`src/design/els_pkg.sv`:
```
// ----------------------------------------------------------------------------
// els_pkg
// Shared types and constants for the LOOK elevator scheduler.
// ----------------------------------------------------------------------------
package els_pkg;

  localparam int unsigned FLOORS  = 16;
  localparam int unsigned FLOOR_W = 5;
  localparam int unsigned IDX_W   = $clog2(FLOORS);

  typedef logic [FLOORS-1:0]  calls_t;
  typedef logic [FLOOR_W-1:0] floor_t;
  typedef logic [IDX_W-1:0]   idx_t;

  typedef enum logic [2:0] {
    ACT_CABIN = 3'd0,
    ACT_HALL  = 3'd1,
    ACT_POS   = 3'd2,
    ACT_STOP  = 3'd3,
    ACT_EVAL  = 3'd4
  } els_action_e;

  typedef enum logic [1:0] {
    DIR_STILL = 2'd0,
    DIR_UP    = 2'd1,
    DIR_DOWN  = 2'd2
  } els_dir_e;

  typedef enum logic [2:0] {
    ST_IDLE,
    ST_APPLY,
    ST_SCAN_A,
    ST_SCAN_B,
    ST_DONE
  } els_state_e;

  // running results of the floor scans
  typedef struct packed {
    floor_t best;
    floor_t bestd;
    logic   found;
    floor_t limit;
    floor_t nt;
    logic   behind;
  } els_acc_t;

  // one floor presented to the evaluation unit
  typedef struct packed {
    logic   scan_b;
    floor_t flr;
    logic   cab;
    logic   up;
    logic   dn;
  } els_probe_t;

endpackage

```
`src/design/elevator_look_scheduler_unit.sv`:
```
// ----------------------------------------------------------------------------
// elevator_look_scheduler_unit
// Single-car LOOK elevator scheduler with per-floor call bits.
// ----------------------------------------------------------------------------
// A transaction is taken when start is high and busy is low. In-range cabin and
// hall calls, stops and re-evaluations run two scans over all floors through one
// shared compare unit, one floor per cycle: busy stays high through the scans and
// the DONE state, and done_o pulses in the cycle after. Position updates and
// ignored transactions (unknown actions, calls out of range) skip the scans. The
// result is on the outputs for the one cycle that done_o is high and must be
// taken then; a new transaction may start in that same cycle.
module elevator_look_scheduler_unit (
  input  logic                 clk_i,
  input  logic                 rst_ni,
  input  logic                 start,
  output logic                 busy,
  input  logic [2:0]           action_i,
  input  els_pkg::floor_t      floor_i,
  input  logic                 call_dir_i,
  output logic                 done_o,
  output els_pkg::floor_t      dest_floor_o,
  output logic [1:0]           travel_dir_o,
  output els_pkg::floor_t      travel_limit_o,
  output logic                 target_changed_o,
  output logic                 pending_any_o
);
  import els_pkg::*;

  els_state_e state_q, state_d;
  logic [2:0] action_q, action_d;
  floor_t     floor_q, floor_d;
  logic       cdir_q, cdir_d;
  calls_t     cab_q, cab_d;
  calls_t     up_q, up_d;
  calls_t     dn_q, dn_d;
  floor_t     pos_q, pos_d;
  floor_t     target_q, target_d;
  floor_t     limit_q, limit_d;
  els_dir_e   dir_q, dir_d;
  els_acc_t   acc_q, acc_d;
  idx_t       idx_q, idx_d;
  logic       done_q, done_d;
  logic       changed_q, changed_d;

  logic       floor_ok;
  logic       sched;
  logic       is_call;
  logic       last_idx;
  logic       all_any;
  calls_t     fbit;
  calls_t     pbit;
  els_probe_t probe;
  els_acc_t   eval_acc;

  assign floor_ok = (floor_q >= floor_t'(1)) && (floor_q <= floor_t'(FLOORS));
  assign is_call  = (action_q == ACT_CABIN) || (action_q == ACT_HALL);
  assign sched    = (is_call && floor_ok) || (action_q == ACT_STOP) ||
                    (action_q == ACT_EVAL);
  assign fbit     = floor_ok ? (calls_t'(1) << (floor_q - floor_t'(1))) : '0;
  assign pbit     = calls_t'(1) << (pos_q - floor_t'(1));
  assign last_idx = idx_q == idx_t'(FLOORS - 1);
  assign all_any  = |(cab_q | up_q | dn_q);

  assign probe.scan_b = (state_q == ST_SCAN_B);
  assign probe.flr    = floor_t'(idx_q) + floor_t'(1);
  assign probe.cab    = cab_q[idx_q];
  assign probe.up     = up_q[idx_q];
  assign probe.dn     = dn_q[idx_q];

  els_floor_eval u_eval (
    .probe_i (probe),
    .dir_i   (dir_q),
    .pos_i   (pos_q),
    .acc_i   (acc_q),
    .acc_o   (eval_acc)
  );

  // next state
  always_comb begin
    state_d = state_q;
    unique case (state_q)
      ST_IDLE:   if (start) state_d = ST_APPLY;
      ST_APPLY:  state_d = sched ? ST_SCAN_A : ST_DONE;
      ST_SCAN_A: if (last_idx) state_d = ST_SCAN_B;
      ST_SCAN_B: if (last_idx) state_d = ST_DONE;
      ST_DONE:   state_d = ST_IDLE;
      default:   state_d = ST_IDLE;
    endcase
  end

  // datapath
  always_comb begin
    action_d  = action_q;
    floor_d   = floor_q;
    cdir_d    = cdir_q;
    cab_d     = cab_q;
    up_d      = up_q;
    dn_d      = dn_q;
    pos_d     = pos_q;
    target_d  = target_q;
    limit_d   = limit_q;
    dir_d     = dir_q;
    acc_d     = acc_q;
    idx_d     = idx_q;
    done_d    = 1'b0;
    changed_d = changed_q;
    unique case (state_q)
      ST_IDLE: begin
        if (start) begin
          action_d = action_i;
          floor_d  = floor_i;
          cdir_d   = call_dir_i;
        end
      end
      ST_APPLY: begin
        case (action_q)
          ACT_CABIN: begin
            cab_d = cab_q | fbit;
            if (floor_ok && dir_q == DIR_UP && floor_q > limit_q && floor_q > pos_q) begin
              limit_d = floor_q;
            end else if (floor_ok && dir_q == DIR_DOWN && floor_q < limit_q &&
                         floor_q < pos_q) begin
              limit_d = floor_q;
            end
          end
          ACT_HALL: begin
            if (cdir_q) dn_d = dn_q | fbit;
            else        up_d = up_q | fbit;
          end
          ACT_POS: begin
            if (floor_ok) pos_d = floor_q;
          end
          ACT_STOP: begin
            cab_d = cab_q & ~pbit;
            unique case (dir_q)
              DIR_UP: begin
                up_d = up_q & ~pbit;
                if (pos_q == limit_q) dn_d = dn_q & ~pbit;
              end
              DIR_DOWN: begin
                dn_d = dn_q & ~pbit;
                if (pos_q == limit_q) up_d = up_q & ~pbit;
              end
              default: begin
                up_d = up_q & ~pbit;
                dn_d = dn_q & ~pbit;
              end
            endcase
          end
          default: ;
        endcase
        acc_d.best   = '0;
        acc_d.bestd  = '0;
        acc_d.found  = 1'b0;
        acc_d.limit  = limit_d;
        acc_d.nt     = limit_d;
        acc_d.behind = 1'b0;
        idx_d        = '0;
      end
      ST_SCAN_A: begin
        acc_d = eval_acc;
        idx_d = idx_q + idx_t'(1);
        if (last_idx) begin
          acc_d.nt = eval_acc.limit;
          idx_d    = '0;
        end
      end
      ST_SCAN_B: begin
        acc_d = eval_acc;
        idx_d = last_idx ? '0 : idx_q + idx_t'(1);
      end
      ST_DONE: begin
        done_d = 1'b1;
        if (sched) begin
          if (!all_any) begin
            dir_d = DIR_STILL;
          end else if (dir_q == DIR_STILL) begin
            dir_d    = (acc_q.best > pos_q) ? DIR_UP : DIR_DOWN;
            limit_d  = acc_q.best;
            target_d = acc_q.best;
          end else begin
            limit_d  = acc_q.limit;
            target_d = acc_q.nt;
            if (pos_q == acc_q.limit && pos_q == target_q && pos_q == acc_q.nt) begin
              if (acc_q.behind) dir_d = (dir_q == DIR_UP) ? DIR_DOWN : DIR_UP;
              else              dir_d = DIR_STILL;
            end
          end
        end
        changed_d = is_call && sched && (target_d != target_q);
      end
      default: ;
    endcase
  end

  always_ff @(posedge clk_i or negedge rst_ni) begin
    if (!rst_ni) begin
      state_q   <= ST_IDLE;
      cab_q     <= '0;
      up_q      <= '0;
      dn_q      <= '0;
      pos_q     <= floor_t'(1);
      target_q  <= floor_t'(1);
      limit_q   <= floor_t'(1);
      dir_q     <= DIR_STILL;
      idx_q     <= '0;
      done_q    <= 1'b0;
      changed_q <= 1'b0;
    end else begin
      state_q   <= state_d;
      cab_q     <= cab_d;
      up_q      <= up_d;
      dn_q      <= dn_d;
      pos_q     <= pos_d;
      target_q  <= target_d;
      limit_q   <= limit_d;
      dir_q     <= dir_d;
      idx_q     <= idx_d;
      done_q    <= done_d;
      changed_q <= changed_d;
    end
  end

  always_ff @(posedge clk_i) begin
    action_q <= action_d;
    floor_q  <= floor_d;
    cdir_q   <= cdir_d;
    acc_q    <= acc_d;
  end

  assign busy             = (state_q != ST_IDLE);
  assign done_o           = done_q;
  assign dest_floor_o     = target_q;
  assign travel_dir_o     = dir_q;
  assign travel_limit_o   = limit_q;
  assign target_changed_o = changed_q & done_q;
  assign pending_any_o    = all_any;

  a_done_idle : assert property (@(posedge clk_i) disable iff (!rst_ni)
    done_o |-> !busy)
    else $error("result strobe while busy");

  a_start_busy : assert property (@(posedge clk_i) disable iff (!rst_ni)
    (start && !busy) |=> busy)
    else $error("accepted transaction did not raise busy");

  a_done_follows : assert property (@(posedge clk_i) disable iff (!rst_ni)
    (state_q == ST_DONE) |=> done_o)
    else $error("missing result strobe");

  a_still_no_calls : assert property (@(posedge clk_i) disable iff (!rst_ni)
    (done_o && !pending_any_o) |-> (dir_q == DIR_STILL))
    else $error("car moving with no calls pending");

  a_scan_idx : assert property (@(posedge clk_i) disable iff (!rst_ni)
    (state_q == ST_APPLY) |=> (idx_q == '0))
    else $error("scan index not cleared");

endmodule

```
`src/design/els_floor_eval.sv`:
```
// ----------------------------------------------------------------------------
// els_floor_eval
// Shared compare unit: folds one floor into the running scan results.
// ----------------------------------------------------------------------------
module els_floor_eval (
  input  els_pkg::els_probe_t probe_i,
  input  els_pkg::els_dir_e   dir_i,
  input  els_pkg::floor_t     pos_i,
  input  els_pkg::els_acc_t   acc_i,
  output els_pkg::els_acc_t   acc_o
);
  import els_pkg::*;

  logic   any_call;
  logic   above;
  logic   below;
  floor_t span;

  assign any_call = probe_i.cab | probe_i.up | probe_i.dn;
  assign above    = probe_i.flr > pos_i;
  assign below    = probe_i.flr < pos_i;
  assign span     = above ? (probe_i.flr - pos_i) : (pos_i - probe_i.flr);

  always_comb begin
    acc_o = acc_i;
    if (!probe_i.scan_b) begin
      unique case (dir_i)
        DIR_STILL: begin
          if (any_call && (!acc_i.found || span < acc_i.bestd)) begin
            acc_o.best  = probe_i.flr;
            acc_o.bestd = span;
            acc_o.found = 1'b1;
          end
        end
        DIR_UP: begin
          if (probe_i.dn && above && probe_i.flr > acc_i.limit) begin
            acc_o.limit = probe_i.flr;
          end
        end
        DIR_DOWN: begin
          if (probe_i.up && below && probe_i.flr < acc_i.limit) begin
            acc_o.limit = probe_i.flr;
          end
        end
        default: acc_o = acc_i;
      endcase
    end else begin
      unique case (dir_i)
        DIR_UP: begin
          if ((probe_i.cab || probe_i.up) && above && probe_i.flr < acc_i.limit &&
              probe_i.flr < acc_i.nt) begin
            acc_o.nt = probe_i.flr;
          end
          if (any_call && below) begin
            acc_o.behind = 1'b1;
          end
        end
        DIR_DOWN: begin
          if ((probe_i.cab || probe_i.dn) && below && probe_i.flr > acc_i.limit &&
              probe_i.flr > acc_i.nt) begin
            acc_o.nt = probe_i.flr;
          end
          if (any_call && above) begin
            acc_o.behind = 1'b1;
          end
        end
        default: acc_o = acc_i;
      endcase
    end
  end

endmodule

```
`config.mk`:
```
export PLATFORM = sky130hd
export DESIGN_NAME = elevator_look_scheduler_unit
export DESIGN_NICKNAME = d
export VERILOG_FILES = /design/src/design/els_pkg.sv /design/src/design/elevator_look_scheduler_unit.sv /design/src/design/els_floor_eval.sv
export SDC_FILE = /design/constraint.sdc
export NUM_CORES = 1
export LEC_CHECK = 0
export ABC_AREA = 1
export BUFFER_PORTS_ARGS = -buffer_cell sky130_fd_sc_hd__buf_2
export CORE_MARGIN = 2
export CORE_UTILIZATION = 61
export DETAILED_ROUTE_END_ITERATION = 7
export HOLD_SLACK_MARGIN = 0.08
export MAX_ROUTING_LAYER = met4
export PLACE_DENSITY = 0.79
export SLEW_MARGIN = 30
export SYNTH_ARGS = -nofsm -noshare
export SYNTH_HDL_FRONTEND = slang
export SYNTH_HIERARCHICAL = 1
export SYNTH_SLANG_ARGS = --single-unit
```
`constraint.sdc`:
```
create_clock -name clk_i -period 4.7 [get_ports clk_i]
set_input_delay 0.235 -clock clk_i [delete_from_list [all_inputs] [get_ports clk_i]]
set_output_delay 0.235 -clock clk_i [all_outputs]
set_load 0.02 [all_outputs]
```
==> impl_metrics.yaml, run 1 <==
setup_path:
  critical_path.slowest_cell: "sky130_fd_sc_hd__dfrtp_1"
  critical_path_arrival_ns: 4.41
  critical_path.reg2reg.endpoint: "acc_q[13]$_DFFE_PP_"
  cp-end-kind: "register"
  crit_path_start_kind: "register"
  crit_path_max_incr_delay_ns: 0.58
  worst_case_register_to_register_setup_slack_ns: 0.39
  r2r_start: "idx_q[1]$_DFFE_PN0P_"
  path_delay_family: "simple AND/OR/NAND/NOR gates"
  worst_setup_path_endpoint: "acc_q[13]$_DFFE_PP_"
  critPathRequiredTime_ns: 4.80
  path_class: "reg2reg"
  cp_num_buf_inv: 4
  max_fo_critical_path: 20
  timing.critical_path.depth: 23
  path_cells: "ha_1 > xor2_1 > buf_4 > inv_1 > ha_1 > nand2_1 > nand2_1 > nand2_2 > nand2_2 > nor2_2 > nor2_4 > o21ai_0 > nand2_1 > inv_1 > ha_1 > a21oi_1 > o21ai_0 > o21ai_0 > nand2_2 > nor2_1 > a21oi_1 > inv_1 > nor2_1"
  ff2ff_path_depth: 23
  worst_setup_path_startpoint: "idx_q[1]$_DFFE_PN0P_"
outcome:
  outcome: "finished, final reports clean"
drt:
  detail_route.wirelength_mm: 24.8
  dr.pass1.iters: 6
  drt-initial-drc-count: 931
  ant_nets: 0
  m1WireLength_mm: 11.3
  post_drt_wl_per_cell_um: 17.2
  vias_per_cell: 5.77
  drc_errors: 0
  top_signal_layer_used: "met4"
  routed-wl-met2_mm: 10.8
  num_vias: 8344
  met3_wl_mm: 2.18
floorplanning:
  core_sq_um: 13300
  ios: 28
  chipWidth_um: 121
  die_area_sq_um: 14600
  initial_utilization_pct: 62.7
  rows: 42
  chipHeight_um: 121
synth:
  yosys.cell_types.count: 53
  synth_cells: 1244
  synth.ff_latch_count: 105
  combined_area_of_all_synthesized_cells_sq_um: 8340
  leading_post_synthesis_cells_by_cell_area: "sky130_fd_sc_hd__dfrtp_1 21%, sky130_fd_sc_hd__nand2_1 14%, sky130_fd_sc_hd__edfxtp_1 11%, sky130_fd_sc_hd__inv_1 8.1%, sky130_fd_sc_hd__o21ai_0 7.1%"
  synth_largest_area_cell: "sky130_fd_sc_hd__dfrtp_1"
  synth_top_area_share_pct: 21.3
  avgSynthCellArea_sq_um: 6.70
  synth-warning-count: 6
  synth_fp_nets: 1300
  proportion_of_synthesized_chip_area_in_sequential_cells_pct: 33.4
sta:
  grt_setup_unrepaired: "no"
  worst_slew_pin_slew_ns: 0.889
  maximum_operating_frequency_mhz: 232
  hold_slack_ns: 0.311
  slew-limit-headroom_pct: 40.4
  finalHoldViolCount: 0
  drv_slew: 0
  setup-violations-final: 0
  post-route-period-util_pct: 91.8
  finalSetupTns_ns: 0
  final_period_minus_worst_setup_slack_ns: 4.31
  clock-skew-final_ns: 0.0105
global_route:
  grt.total_usage_pct: 36.1
  first_global_vias: 7431
  global_route.overflow_total: 0
  grt_antenna_before_repair: 0
  grt_start_max_net_pins: 75
  grt_first_pass_wirelength_mm: 39.6
clocking:
  clock_insertion_delay_worst_skew_ns: 0.37
  tritoncts: "yes"
  clock_tree.htree_level_count: 3
  cts-buffers-inserted: 9
  cts.path.max_buffers: 2
  clk_pin_slew_worst_paths_ns: 0.08
  clkSinkCount: 105
  cts_root_buf: "sky130_fd_sc_hd__clkbuf_16"
layout:
  layout-drive-gt1-share_pct: 7.87
  antenna_cells: 0
  area_delta_synth_final_pct: 7.76
  final_cell_count_no_fill: 1447
  design.final.nets: 1322
pwr:
  p_leak_nw: 4.53
  power_mw: 6.99
  worst_ir_drop_vdd_v: 0.000518
  power_density_nw_per_um2: 779
place:
  buffer_ports.inserted: 27
  place.gp.congestion: 0.989
  dp_cells: 1421
  dpl.hpwl_mm: 18.5
flow_run:
  cap_viol_max_count: 0
min_path:
  holdCritPathClass: "in2reg"
[layout by cell type, fill, tap and decap left out, types with 5 or more instances in the layout]
master / instances
sky130_fd_sc_hd__nand2_1: 318
sky130_fd_sc_hd__inv_1: 179
sky130_fd_sc_hd__nor2_1: 153
sky130_fd_sc_hd__o21ai_0: 118
sky130_fd_sc_hd__nand3_1: 98
sky130_fd_sc_hd__dfrtp_1: 71
sky130_fd_sc_hd__a21oi_1: 46
sky130_fd_sc_hd__ha_1: 42
sky130_fd_sc_hd__edfxtp_1: 31
sky130_fd_sc_hd__buf_2: 26
sky130_fd_sc_hd__o21ai_1: 19
sky130_fd_sc_hd__nor3_1: 12
sky130_fd_sc_hd__nand4_1: 12
sky130_fd_sc_hd__o22ai_1: 12
sky130_fd_sc_hd__nand2_2: 10
sky130_fd_sc_hd__dlygate4sd3_1: 10
sky130_fd_sc_hd__buf_4: 10
sky130_fd_sc_hd__xor2_1: 9
sky130_fd_sc_hd__clkbuf_16: 9
sky130_fd_sc_hd__nor2_2: 8
sky130_fd_sc_hd__inv_2: 6
sky130_fd_sc_hd__o211ai_1: 5
sky130_fd_sc_hd__o31ai_1: 5
[sequential cells by signal (all words and copies together), names as in the netlist, 2 cells and up]
name / flops
state_q: 3
floor_q: 5
pos_q: 5
idx_q: 4
dest_floor_o: 5
up_q: 16
cab_q: 16
acc_q: 22
travel_limit_o: 5
action_q: 3
travel_dir_o: 2
dn_q: 16
[timing repair]
| item | 4_1_cts | 5_1_grt |
|---|---|---|
| endpoints found under the setup margin | 0 | 10 |
| resized for setup | 0 | 1 |
| hold buffers | 10 | 0 |
| setup buffers | 0 | 0 |
| hold endpoints to repair | 60 | 0 |
[report_power, final]
part / total (mW) / internal (mW) / switching [mW] / leakage, nW
clock network: 0.795 / 0.382 / 0.413 / 0.150
registers: 1.70 / 1.32 / 0.385 / 1.31
logic: 4.50 / 1.43 / 3.07 / 3.07
total: 6.99 / 3.13 / 3.87 / 4.53
[cell usage after synthesis, drive strengths merged]
| cell type | count |
|---|---|
| o21a | 1 |
| a31oi | 2 |
| a32oi | 3 |
| nor2 | 166 |
| nand2 | 329 |
| and2 | 1 |
| or2 | 2 |
| fa | 2 |
| inv | 186 |
| buf | 23 |
| edfxtp | 31 |
| a41oi | 1 |
| nor3b | 2 |
| a21o | 1 |
| dfrtp | 71 |
| nand4 | 12 |
| nand3b | 4 |
| xnor2 | 2 |
| o211ai | 5 |
| nor4 | 1 |
| o21ai | 139 |
| clkbuf | 13 |
| clkinv | 1 |
| a2bb2oi | 1 |
| a22oi | 2 |
| dfstp | 3 |
| nand3 | 101 |
| o21bai | 2 |
| a21oi | 49 |
| o31ai | 5 |
| o311ai | 1 |
| nor3 | 16 |
| ha | 42 |
| o22ai | 12 |
| xor2 | 9 |
| o221ai | 3 |
[worst min path at each step]
stage / from / to / slack, ns / cells past startpoint
after floorplan: rst_ni / cab_q[0]$_DFFE_PN0P_ / -0.06 / 0
after global placement: floor_i[3] / floor_q[3]$_DFFE_PP_ / 0.41 / 1
after detailed placement: floor_i[1] / floor_q[1]$_DFFE_PP_ / 0.41 / 1
after CTS: start / state_q[0]$_DFFE_PN0P_ / 0.30 / 3
after global routing: start / state_q[0]$_DFFE_PN0P_ / 0.35 / 3
final: start / state_q[0]$_DFFE_PN0P_ / 0.31 / 3
[worst reg2reg max path, stage by stage, from the launching register on]
cell                      delay, ns
sky130_fd_sc_hd__dfrtp_1       0.58
sky130_fd_sc_hd__ha_1          0.26
sky130_fd_sc_hd__xor2_1        0.17
sky130_fd_sc_hd__buf_4         0.16
sky130_fd_sc_hd__inv_1         0.14
sky130_fd_sc_hd__ha_1          0.44
sky130_fd_sc_hd__nand2_1       0.08
sky130_fd_sc_hd__nand2_1       0.10
sky130_fd_sc_hd__nand2_2       0.08
sky130_fd_sc_hd__nand2_2       0.07
sky130_fd_sc_hd__nor2_2        0.06
sky130_fd_sc_hd__nor2_4        0.22
sky130_fd_sc_hd__o21ai_0       0.13
sky130_fd_sc_hd__nand2_1       0.11
sky130_fd_sc_hd__inv_1         0.05
sky130_fd_sc_hd__ha_1          0.29
sky130_fd_sc_hd__a21oi_1       0.17
sky130_fd_sc_hd__o21ai_0       0.09
sky130_fd_sc_hd__o21ai_0       0.21
sky130_fd_sc_hd__nand2_2       0.24
sky130_fd_sc_hd__nor2_1        0.21
sky130_fd_sc_hd__a21oi_1       0.08
sky130_fd_sc_hd__inv_1         0.08
sky130_fd_sc_hd__nor2_1        0.05
[cell type report]
class,instances,area (sq um)
Multi-Input combinational cell,916,4650
Inverter,187,702
Tap cell,176,220
Fill cell,1220,4310
Clock inverter,7,81.3
Timing Repair Buffer,47,317
Clock buffer,9,225
Sequential cell,105,2790
[cells by family after synthesis]
logic type	synth area share, %
simple gates	32.7
compound gates	15.1
buf+inv	10.8
flops	33.4
fa+ha+maj	6.78
xor+xnor	1.16
[per-stage QoR]
step,cell area (sq um),setup WS (ns),util [%]
after floorplan,8340,1.04,-
final,8980,0.386,67.6
after global placement,8570,0.643,64.5
after CTS,8980,0.334,67.5
after global routing,8980,0.0264,67.6
after detailed placement,8570,0.460,64.5
[per-layer routing]
layer,track usage [%],vias up
met5,-,-
met4,8.72,0
met3,6.25,45
met2,52.3,357
met1,52.8,3875
li1,-,4067
(Power assumes the default switching activity.)
==> run 2, diff against run 1 <==
RECOVER_POWER = 100   (was unset)
==> run 2 against run 1 <==
  * The run now ends with capacitance limit, slew limit left
  * Fmax fell by 0.19%
  * Total power is 1.1% lower
  * Routed wire length rose by 0.12%
  * Utilization fell by 0.72 points
  * Clock skew grew 0.0012 ns
  * Sequential share of layout area increased by 0.33 points
  * Count of clock-buffer cells in the layout stayed put
  * Sequential power about the same
  * Combinational power decreased by 2%
  * Register-to-register slack is essentially flat
  * Final cell count unchanged
  * Critical endpoint unchanged
  * Largest power group unchanged
==> impl_metrics.yaml, run 2 (synthesis gave the netlist of run 1 again) <==
sta:
  drv_slew: 100
  setup-violations-final: 0
  finalHoldViolCount: 0
  worst_slew_pin_slew_ns: 3.38
  final_period_minus_worst_setup_slack_ns: 4.32
  clock-skew-final_ns: 0.0118
  slew-limit-headroom_pct: -125
  maximum_operating_frequency_mhz: 231
  grt_setup_unrepaired: "no"
  hold_slack_ns: 0.318
  post-route-period-util_pct: 92.0
  finalSetupTns_ns: 0
drt:
  dr.pass1.iters: 5
  post_drt_wl_per_cell_um: 17.2
  drc_errors: 0
  top_signal_layer_used: "met4"
  met3_wl_mm: 2.35
  m1WireLength_mm: 11.2
  drt-initial-drc-count: 1004
  num_vias: 8310
  detail_route.wirelength_mm: 24.9
  ant_nets: 0
  vias_per_cell: 5.74
  routed-wl-met2_mm: 10.9
outcome:
  outcome: "complete, but fails checks"
  violations: "capacitance limit, slew limit"
setup_path:
  max_fo_critical_path: 20
  cp-end-kind: "register"
  critPathRequiredTime_ns: 4.80
  worst_case_register_to_register_setup_slack_ns: 0.38
  ff2ff_path_depth: 23
  critical_path_arrival_ns: 4.42
  crit_path_start_kind: "register"
  critical_path.reg2reg.endpoint: "acc_q[13]$_DFFE_PP_"
  r2r_start: "idx_q[1]$_DFFE_PN0P_"
  path_class: "reg2reg"
clocking:
  cts-buffers-inserted: 9
  clk_pin_slew_worst_paths_ns: 0.08
  clkSinkCount: 105
  clock_tree.htree_level_count: 3
  cts_root_buf: "sky130_fd_sc_hd__clkbuf_16"
  clock_insertion_delay_worst_skew_ns: 0.37
  tritoncts: "yes"
  cts_setup_buffers: 0
  cts.path.max_buffers: 2
layout:
  largest_register_ff_count: 22
  seqCellArea_sq_um: 2790
  layout-drive-gt1-share_pct: 5.11
  final_common_cell: "sky130_fd_sc_hd__nand2_1"
  design.final.nets: 1322
  final_cell_count_no_fill: 1447
  largest-register: "acc_q"
  antenna_cells: 0
  most_frequent_cells_in_the_layout: "319 x sky130_fd_sc_hd__nand2_1, 181 x sky130_fd_sc_hd__inv_1, 158 x sky130_fd_sc_hd__nor2_1, 133 x sky130_fd_sc_hd__o21ai_0, 99 x sky130_fd_sc_hd__nand3_1"
  area_delta_synth_final_pct: 6.62
  n_fill_cell: 1250
  multi_input_comb_area_sq_um: 4590
floorplanning:
  chipWidth_um: 121
  core_sq_um: 13300
  chipHeight_um: 121
  initial_utilization_pct: 62.7
  die_area_sq_um: 14600
  ios: 28
  rows: 42
min_path:
  hold_start: "start"
  min_path_cells: 3
  holdCritPathClass: "in2reg"
  holdPathEnd: "state_q[0]$_DFFE_PN0P_"
pwr:
  power_density_nw_per_um2: 778
  power_mw: 6.92
  p_leak_nw: 4.46
  worst_ir_drop_vdd_v: 0.000476
flow_run:
  cap_viol_max_count: 2
global_route:
  global_route.overflow_total: 0
  first_global_vias: 7431
  grt_first_pass_wirelength_mm: 39.6
  grt_start_max_net_pins: 75
  grt_antenna_before_repair: 0
  grt.total_usage_pct: 36.1
place:
  dp_cells: 1421
  dpl.hpwl_mm: 18.5
  place.gp.congestion: 0.989
  buffer_ports.inserted: 27
## run 2: cell count changes in the layout (fill, tap and decap cells not counted), moves of 3 or more
| cell | delta |
|---|---|
| sky130_fd_sc_hd__nor2_2 | -3 |
| sky130_fd_sc_hd__nor2_1 | +5 |
| sky130_fd_sc_hd__a21oi_1 | +3 |
| sky130_fd_sc_hd__buf_2 | -16 |
| sky130_fd_sc_hd__clkbuf_1 | +20 |
| sky130_fd_sc_hd__o21ai_0 | +15 |
| sky130_fd_sc_hd__buf_4 | -4 |
| sky130_fd_sc_hd__o21ai_1 | -14 |
## run 2: worst max-delay path by stage
| stage | from | end | slack (ns) | cells after the start |
|---|---|---|---|---|
| after CTS | idx_q[1]$_DFFE_PN0P_ | acc_q[13]$_DFFE_PP_ | 0.33 | 23 |
| after floorplan | idx_q[0]$_DFFE_PN0P_ | acc_q[18]$_DFFE_PP_ | 1.04 | 24 |
| after detailed placement | idx_q[1]$_DFFE_PN0P_ | acc_q[12]$_DFFE_PP_ | 0.46 | 23 |
| after global routing | idx_q[1]$_DFFE_PN0P_ | acc_q[13]$_DFFE_PP_ | 0.01 | 21 |
| after global placement | idx_q[1]$_DFFE_PN0P_ | acc_q[13]$_DFFE_PP_ | 0.64 | 22 |
| final | idx_q[1]$_DFFE_PN0P_ | acc_q[13]$_DFFE_PP_ | 0.38 | 23 |
## run 2: routing by layer
metal | GRT usage (%) | up-vias
met5 | - | -
met4 | 8.72 | 0
met3 | 6.25 | 40
met2 | 52.3 | 358
met1 | 52.8 | 3845
li1 | - | 4067
## run 2: worst max-delay path: stages, from the launching register on
cell and delay [ns]:
sky130_fd_sc_hd__dfrtp_1 0.58, sky130_fd_sc_hd__ha_1 0.26, sky130_fd_sc_hd__nand2_1 0.07, sky130_fd_sc_hd__nor2_2 0.08, sky130_fd_sc_hd__clkbuf_1 0.40, sky130_fd_sc_hd__ha_1 0.38
sky130_fd_sc_hd__nand2_2 0.16, sky130_fd_sc_hd__inv_2 0.06, sky130_fd_sc_hd__nand2_2 0.09, sky130_fd_sc_hd__nand2_2 0.05, sky130_fd_sc_hd__nor2_2 0.22, sky130_fd_sc_hd__nor2_4 0.11
sky130_fd_sc_hd__o21ai_0 0.09, sky130_fd_sc_hd__nand2_1 0.09, sky130_fd_sc_hd__inv_1 0.06, sky130_fd_sc_hd__ha_1 0.24, sky130_fd_sc_hd__a21oi_1 0.17, sky130_fd_sc_hd__o21ai_0 0.09
sky130_fd_sc_hd__o21ai_0 0.20, sky130_fd_sc_hd__nand2_2 0.23, sky130_fd_sc_hd__nor2_1 0.21, sky130_fd_sc_hd__a21oi_1 0.07, sky130_fd_sc_hd__inv_1 0.07, sky130_fd_sc_hd__nor2_1 0.05
## run 2: what timing repair did
action / 4_1_cts / 5_1_grt
gates resized for setup: 0 / 1
endpoints found under the setup margin: 0 / 10
hold endpoints to repair: 60 / 0
hold buffers: 10 / 0
## run 2: per-stage QoR
stage                     util, %  setup slack [ns]  instance area, sq um
after floorplan                 -              1.04                  8340
after global placement       64.5             0.643                  8570
after detailed placement     64.5             0.460                  8570
after CTS                    67.5             0.334                  8980
after global routing         66.9            0.0145                  8890
final                        66.9             0.378                  8890
## run 2: where the power goes
| group | total [mW] | switching, mW | internal [mW] |
|---|---|---|---|
| registers | 1.70 | 0.383 | 1.32 |
| clock network | 0.798 | 0.416 | 0.382 |
| logic | 4.42 | 3.02 | 1.40 |
## run 2: cell type report
| class | count | share of cell area [%] |
|---|---|---|
| clock buffer | 9 | 2.53 |
| clock inverter | 7 | 0.915 |
| inverter | 187 | 7.90 |
| multi-input combinational | 916 | 51.7 |
| sequential | 105 | 31.3 |
| tap | 176 | 2.48 |
| timing repair buffer | 47 | 3.14 |
